`src/sv/hilbert_ssb_sideband_select_top_macros.svh`:
```
// Assertion macros for the sideband selector.
`ifndef HILBERT_SSB_SIDEBAND_SELECT_TOP_MACROS_SVH
`define HILBERT_SSB_SIDEBAND_SELECT_TOP_MACROS_SVH

`define HSSB_ASSERT_NOW(label, ante, cons, msg) \
   label: assert property (@(posedge clock) disable iff (reset) (ante) |-> (cons)) \
      else $error(msg);

`define HSSB_ASSERT_NEXT(label, ante, cons, msg) \
   label: assert property (@(posedge clock) disable iff (reset) (ante) |=> (cons)) \
      else $error(msg);

`endif

```
`src/sv/hssb_pkg.sv`:
```
package hssb_pkg;

   localparam int I_TAPS   = 31;
   localparam int Q_TAPS   = 16;
   localparam int N_COEF   = 8;
   localparam int SAMPLE_W = 16;
   localparam int DIFF_W   = SAMPLE_W + 1;
   localparam int PROD_W   = 32;
   localparam int ACC_W    = 34;
   localparam int SHIFT    = 15;
   localparam int RES_W    = ACC_W - SHIFT + 1;

   typedef logic signed [SAMPLE_W-1:0] sample_type;
   typedef logic signed [DIFF_W-1:0]   diff_type;
   typedef logic signed [PROD_W-1:0]   prod_type;
   typedef logic [1:0]                 mode_type;

   localparam mode_type MODE_IDLE = 2'd0;
   localparam mode_type MODE_USB  = 2'd1;

   localparam sample_type OUT_MAX = 16'sd32767;
   localparam sample_type OUT_MIN = -16'sd32767;

   // Hilbert coefficients for the differences of mirrored even taps, Q15.
   localparam sample_type COEF [N_COEF] = '{
      16'sd97, 16'sd267, 16'sd572, 16'sd1077,
      16'sd1901, 16'sd3330, 16'sd6408, 16'sd20628
   };

endpackage

```
`src/sv/hilbert_ssb_sideband_select_top.sv`:
```
// Sideband selector for a phasing SSB demodulator.
// The req channel carries one word per I/Q sample pair (req_sample_i, req_sample_q).
// The rsp channel carries one word per selected sideband sample (rsp_audio_out).
// Both channels use valid/ready; a word moves when valid and ready are both high.
// csr_write_data sets the mode on any cycle with csr_write_enable high:
// 0 drops words and leaves the delay lines alone, 1 adds (upper sideband),
// 2 or 3 subtracts (lower sideband). Change the mode only while the block is idle.
// I runs through a 31-tap Hilbert filter and Q is delayed by 15 samples to match.
// An accepted word passes the product register, then the output register; one
// word can enter every cycle while the output is not stalled. The eight
// multipliers sit in the first stage and the adder tree, arithmetic shift and
// saturation in the second, each ending in a register. When the receiver stalls,
// the output register and the product stage fill and req_ready falls; a waiting
// result never blocks the next word from entering the free product stage.
// Synchronous reset clears both delay lines, the mode and all valid flags.
module hilbert_ssb_sideband_select_top
   import hssb_pkg::*;
(
   input  logic       clock,
   input  logic       reset,
   input  logic       req_valid,
   output logic       req_ready,
   input  sample_type req_sample_i,
   input  sample_type req_sample_q,
   output logic       rsp_valid,
   input  logic       rsp_ready,
   output sample_type rsp_audio_out,
   input  logic       csr_write_enable,
   input  mode_type   csr_write_data
);

   mode_type   mode_ff, mode_in;
   sample_type i_line_ff [I_TAPS];
   sample_type i_line_in [I_TAPS];
   sample_type q_line_ff [Q_TAPS];
   sample_type q_line_in [Q_TAPS];

   logic       p_valid_ff, p_valid_in;
   prod_type   prod_ff [N_COEF];
   prod_type   prod_in [N_COEF];
   sample_type q_ff, q_in;
   logic       sub_ff, sub_in;

   logic       rsp_valid_ff, rsp_valid_in;
   sample_type audio_ff, audio_in;

   logic       accept, load, p_take, out_take;
   diff_type   diff [N_COEF];
   logic signed [ACC_W-1:0] pair_sum [N_COEF/2];
   logic signed [ACC_W-1:0] quad_sum [N_COEF/4];
   logic signed [ACC_W-1:0] acc;
   logic signed [RES_W-1:0] res_base, res;

   assign out_take  = !rsp_valid_ff || rsp_ready;
   assign p_take    = !p_valid_ff || out_take;
   assign req_ready = p_take;
   assign accept    = req_valid && p_take;
   assign load      = accept && (mode_ff != MODE_IDLE);

   assign rsp_valid     = rsp_valid_ff;
   assign rsp_audio_out = audio_ff;

   always_comb begin
      mode_in = csr_write_enable ? csr_write_data : mode_ff;
   end

   always_comb begin
      i_line_in = i_line_ff;
      q_line_in = q_line_ff;
      if (load) begin
         for (int k = 0; k < I_TAPS - 1; k++) begin
            i_line_in[k] = i_line_ff[k + 1];
         end
         i_line_in[I_TAPS - 1] = req_sample_i;
         for (int k = 0; k < Q_TAPS - 1; k++) begin
            q_line_in[k] = q_line_ff[k + 1];
         end
         q_line_in[Q_TAPS - 1] = req_sample_q;
      end
   end

   always_comb begin
      for (int k = 0; k < N_COEF; k++) begin
         diff[k] = DIFF_W'(i_line_in[2 * k]) - DIFF_W'(i_line_in[I_TAPS - 1 - 2 * k]);
         prod_in[k] = PROD_W'(diff[k]) * PROD_W'(COEF[k]);
      end
      q_in       = q_line_in[0];
      sub_in     = (mode_ff != MODE_USB);
      p_valid_in = p_take ? load : p_valid_ff;
   end

   always_comb begin
      for (int j = 0; j < N_COEF / 2; j++) begin
         pair_sum[j] = ACC_W'(prod_ff[2 * j]) + ACC_W'(prod_ff[2 * j + 1]);
      end
      for (int j = 0; j < N_COEF / 4; j++) begin
         quad_sum[j] = pair_sum[2 * j] + pair_sum[2 * j + 1];
      end
      acc = quad_sum[0] + quad_sum[1];
      res_base = RES_W'(acc >>> SHIFT);
      if (sub_ff) begin
         res = res_base - RES_W'(q_ff);
      end else begin
         res = res_base + RES_W'(q_ff);
      end
      if (res > RES_W'(OUT_MAX)) begin
         audio_in = OUT_MAX;
      end else if (res < RES_W'(OUT_MIN)) begin
         audio_in = OUT_MIN;
      end else begin
         audio_in = SAMPLE_W'(res);
      end
      rsp_valid_in = out_take ? p_valid_ff : rsp_valid_ff;
   end

   always_ff @(posedge clock) begin
      if (reset) begin
         mode_ff      <= MODE_IDLE;
         p_valid_ff   <= 1'b0;
         rsp_valid_ff <= 1'b0;
         for (int k = 0; k < I_TAPS; k++) begin
            i_line_ff[k] <= '0;
         end
         for (int k = 0; k < Q_TAPS; k++) begin
            q_line_ff[k] <= '0;
         end
      end else begin
         mode_ff      <= mode_in;
         p_valid_ff   <= p_valid_in;
         rsp_valid_ff <= rsp_valid_in;
         i_line_ff    <= i_line_in;
         q_line_ff    <= q_line_in;
      end
   end

   always_ff @(posedge clock) begin
      if (load) begin
         prod_ff <= prod_in;
         q_ff    <= q_in;
         sub_ff  <= sub_in;
      end
      if (out_take && p_valid_ff) begin
         audio_ff <= audio_in;
      end
   end

`include "hilbert_ssb_sideband_select_top_macros.svh"

   `HSSB_ASSERT_NEXT(a_idle_drop, accept && mode_ff == MODE_IDLE, !p_valid_ff, "idle word entered pipe")
   `HSSB_ASSERT_NEXT(a_load, load, p_valid_ff, "accepted word lost before product stage")
   `HSSB_ASSERT_NOW(a_full_block, p_valid_ff && rsp_valid && !rsp_ready, !req_ready, "word taken while full")
   `HSSB_ASSERT_NOW(a_sat_range, rsp_valid, rsp_audio_out != -16'sd32768, "saturation bound broken")

endmodule
```
`config.mk`:
```
export PLATFORM = sky130hd
export DESIGN_NAME = hilbert_ssb_sideband_select_top
export DESIGN_NICKNAME = d
export VERILOG_FILES = /design/src/sv/hssb_pkg.sv /design/src/sv/hilbert_ssb_sideband_select_top.sv
export VERILOG_INCLUDE_DIRS = /design/src /design/src/sv
export SDC_FILE = /design/constraint.sdc
export NUM_CORES = 2
export LEC_CHECK = 0
export ABC_AREA = 1
export BUFFER_PORTS_ARGS = -buffer_cell sky130_fd_sc_hd__buf_2
export CAP_MARGIN = 30
export CELL_PAD_IN_SITES_DETAIL_PLACEMENT = 1
export CELL_PAD_IN_SITES_GLOBAL_PLACEMENT = 2
export CORE_UTILIZATION = 37
export DETAILED_ROUTE_END_ITERATION = 10
export GPL_TIMING_DRIVEN = 0
export HOLD_SLACK_MARGIN = 0.1
export PLACE_DENSITY = 0.88
export SLEW_MARGIN = 20
export SYNTH_ARGS = -nofsm -noshare
export SYNTH_HDL_FRONTEND = slang
export SYNTH_SLANG_ARGS = --single-unit
```
`constraint.sdc`:
```
create_clock -name clock -period 8.9 [get_ports clock]
set_input_delay 1.78 -clock clock [delete_from_list [all_inputs] [get_ports clock]]
set_output_delay 1.78 -clock clock [all_outputs]
set_load 0.01 [all_outputs]
```
==> flow_metrics.tcl <==
set metrics [dict create \
    status "completed" \
    place_congestion 0.936 \
    rsz0062_at_grt "yes" \
    cp_max_fo 10 \
    clk_pin_slew_ps 60 \
    syn_area_mm2 0.0708 \
    htree_levels 3 \
    fin_cells 10994 \
    slew_violations 0 \
    postSynthCellCount 8153 \
    dp_cells 10731 \
    period_share_pct 98.2 \
    cts_buffers 116 \
    die_height_um 440 \
    initial_core_util_pct 37.3 \
    cts_root_buffer "clkbuf_16" \
    final_common_cell "nand2_1" \
    ys_types 59 \
    die-width_um 440 \
    track_usage_pct 23.1 \
    postLayoutCoreUtil_pct 42.2 \
    clk_latency_ps 800 \
    fin_ws_ps 161 \
    core_area_mm2 0.190 \
    final_layout_size_suffix_gt1_share_pct 9.11 \
    pre_cts_slack_ps -2680 \
    crit_type "primary input to register" \
    via_per_inst 5.03 \
    first_iter_violations 3098 \
    worst_path_largest_cell_delay_ps 610 \
    drt.antenna.violating_nets 0 \
    hp-class "register to register" \
    clock_skew_ps 68.4 \
    detail_route.wl_per_cell_um 20.5 \
    max-cap-violations 0 \
    first_pass_iters 5 \
    fmax_ghz 0.114 \
    holdBufCountCts 0 \
    setup_viol_count_final 0 \
    grt_pass1_wl_mm 345 \
    synth_seq_area_share_pct 32.2 \
    drcViolationCount 0 \
    yosysWarnings 0 \
    rows 160 \
    slew_headroom_pct 33.0 \
    postSynth.asyncResetShare_pct 0 \
    clk_path_buf_depth 3 \
    syn-num-nets 9528 \
    nNetsFinal 9760 \
    synth-main-ff-cell "dfxtp_1" \
    layout_common_cells "nand2_1 (1530), inv_1 (1341), a21oi_1 (824), ha_1 (777), dfxtp_1 (756)" \
    grt_max_degree 95 \
    yosysTopAreaCellShare_pct 21.4 \
    worstMarginPinSlew_ps 1000 \
    critPathCaptureType "register" \
    dieArea_mm2 0.193 \
    syn_to_final_growth_pct 13.3 \
    dp_hpwl_mm 185 \
    synth_edf_count 256 \
    required_ps 9380 \
    grt_pass1_vias 59135 \
    worst_path_max_delay_cell "fa_1" \
    wl_mm 225 \
    cts_tree "yes" \
    synth_area_leaders "dfxtp_1 (21%), fa_1 (15%), ha_1 (14%)" \
    hold_violations 0 \
    n_fill_cell 22228 \
    period_needed_ps 8740 \
    avgSynthCellArea_um2 8.69 \
    r2r_slack_ps 820 \
    place.port_buffers 55 \
    io_pins 57 \
    grt_remaining_overflow 0 \
    arrival_ps 9220 \
    ys_ff_latch 1012 \
    yosys.area.top_type "dfxtp_1" \
    antenna_found_initial 8 \
    dr_total_vias 55271 \
    startpoint_type "primary input" \
    clock_sinks 1012 \
]
==> layout make-up <==
cell class | count | area, um2 | share of cell area, %
Clock inverter | 51 | 688 | 0.857
Buffer | 242 | 1220 | 1.52
Tap cell | 2511 | 3140 | 3.91
Inverter | 1367 | 5160 | 6.43
Clock buffer | 164 | 3370 | 4.19
Antenna cell | 1 | 2.50 | 0.00312
Timing Repair Buffer | 114 | 900 | 1.12
Multi-Input combinational cell | 5532 | 43000 | 53.5
Sequential cell | 1012 | 22800 | 28.4
==> through the flow <==
step / hold WS, ps / instance area [um2] / TNS (ps)
floorplan: 437 / 70800 / 0
detailed placement: 450 / 74500 / -120220
finish: 453 / 80300 / 0
global placement: 446 / 74300 / -284060
CTS: 457 / 79400 / -30.6
global route: 464 / 80300 / -964
==> worst paths after layout <==
path,endpoint,cells after the start,start
max,prod_ff[123]$_DFFE_PP_,34,req_valid
max reg2reg,prod_ff[123]$_DFFE_PP_,36,mode_ff[0]$_SDFFE_PP0P_
min reg2reg,i_line_ff[473]$_SDFFE_PP0P_,2,i_line_ff[457]$_SDFF_PP0_
min,i_line_ff[473]$_SDFFE_PP0P_,2,i_line_ff[457]$_SDFF_PP0_
==> critical path: cells and delay by family <==
kind                       cells  cell delay [ps]
and+or+nand+nor                4              420
muxes                          1              520
buffers and inverters          8             1000
xor gates and xnor gates       2              450
adders and majority gates      7             3100
AOI/OAI and AO/OA             12             1920
==> cells by family after synthesis <==
kind of cell / count (synthesis) / share of synthesized area, %
adders and majority gates: 1336 / 29.1
muxes: 129 / 1.82
and+or+nand+nor: 2388 / 13.8
buffers and inverters: 1609 / 8.71
AOI/OAI and AO/OA: 1336 / 10.0
xor gates and xnor gates: 343 / 4.25
DFF: 1012 / 32.2
==> timing repair <==
action	CTS	global route
pin swaps	12	37
endpoints found under the setup margin	76	64
buffers inserted	9	37
gates resized for setup	159	156
==> flip-flops by register name (all words and copies together), names as in the netlist <==
signal / cells
i_line_ff: 496
q_line_ff: 256
prod_ff: 223
q_ff: 16
rsp_audio_out: 16
mode_ff: 2
p_valid_ff: 1
rsp_valid: 1
sub_ff: 1
==> routing by layer <==
| metal | share of wire [%] | track usage [%] | wire length, um |
|---|---|---|---|
| met4 | 3.3 | 7.07 | 7430 |
| met5 | 0.0089 | 0 | 20 |
| met1 | 47 | 31.7 | 105000 |
| met3 | 3.8 | 2.37 | 8530 |
| met2 | 46 | 38.2 | 104000 |
==> cells in the mapped netlist (4+ instances only) <==
library cell / count
a211oi_1: 10
a21boi_0: 7
a21boi_1: 6
a21o_1: 27
a21oi_1: 840
a21oi_2: 6
a221oi_1: 4
a31oi_1: 26
buf_2: 88
clkbuf_1: 150
dfxtp_1: 756
edfxtp_1: 256
fa_1: 524
ha_1: 812
inv_1: 1364
mux2i_1: 129
nand2_1: 1541
nand2_2: 8
nand3_1: 133
nand3_2: 4
nand4_1: 33
nor2_1: 448
nor2_2: 6
nor3_1: 45
nor4_1: 13
o2111ai_1: 5
o211ai_1: 17
o21a_1: 8
o21ai_0: 311
o21ai_1: 22
o21bai_1: 17
o221ai_1: 6
o31ai_1: 11
or2_2: 146
xnor2_1: 89
xor2_1: 253
Power is left out: the tool's default activity adds up to more than one toggle a clock period on the data nets, which glitch-free logic cannot reach.
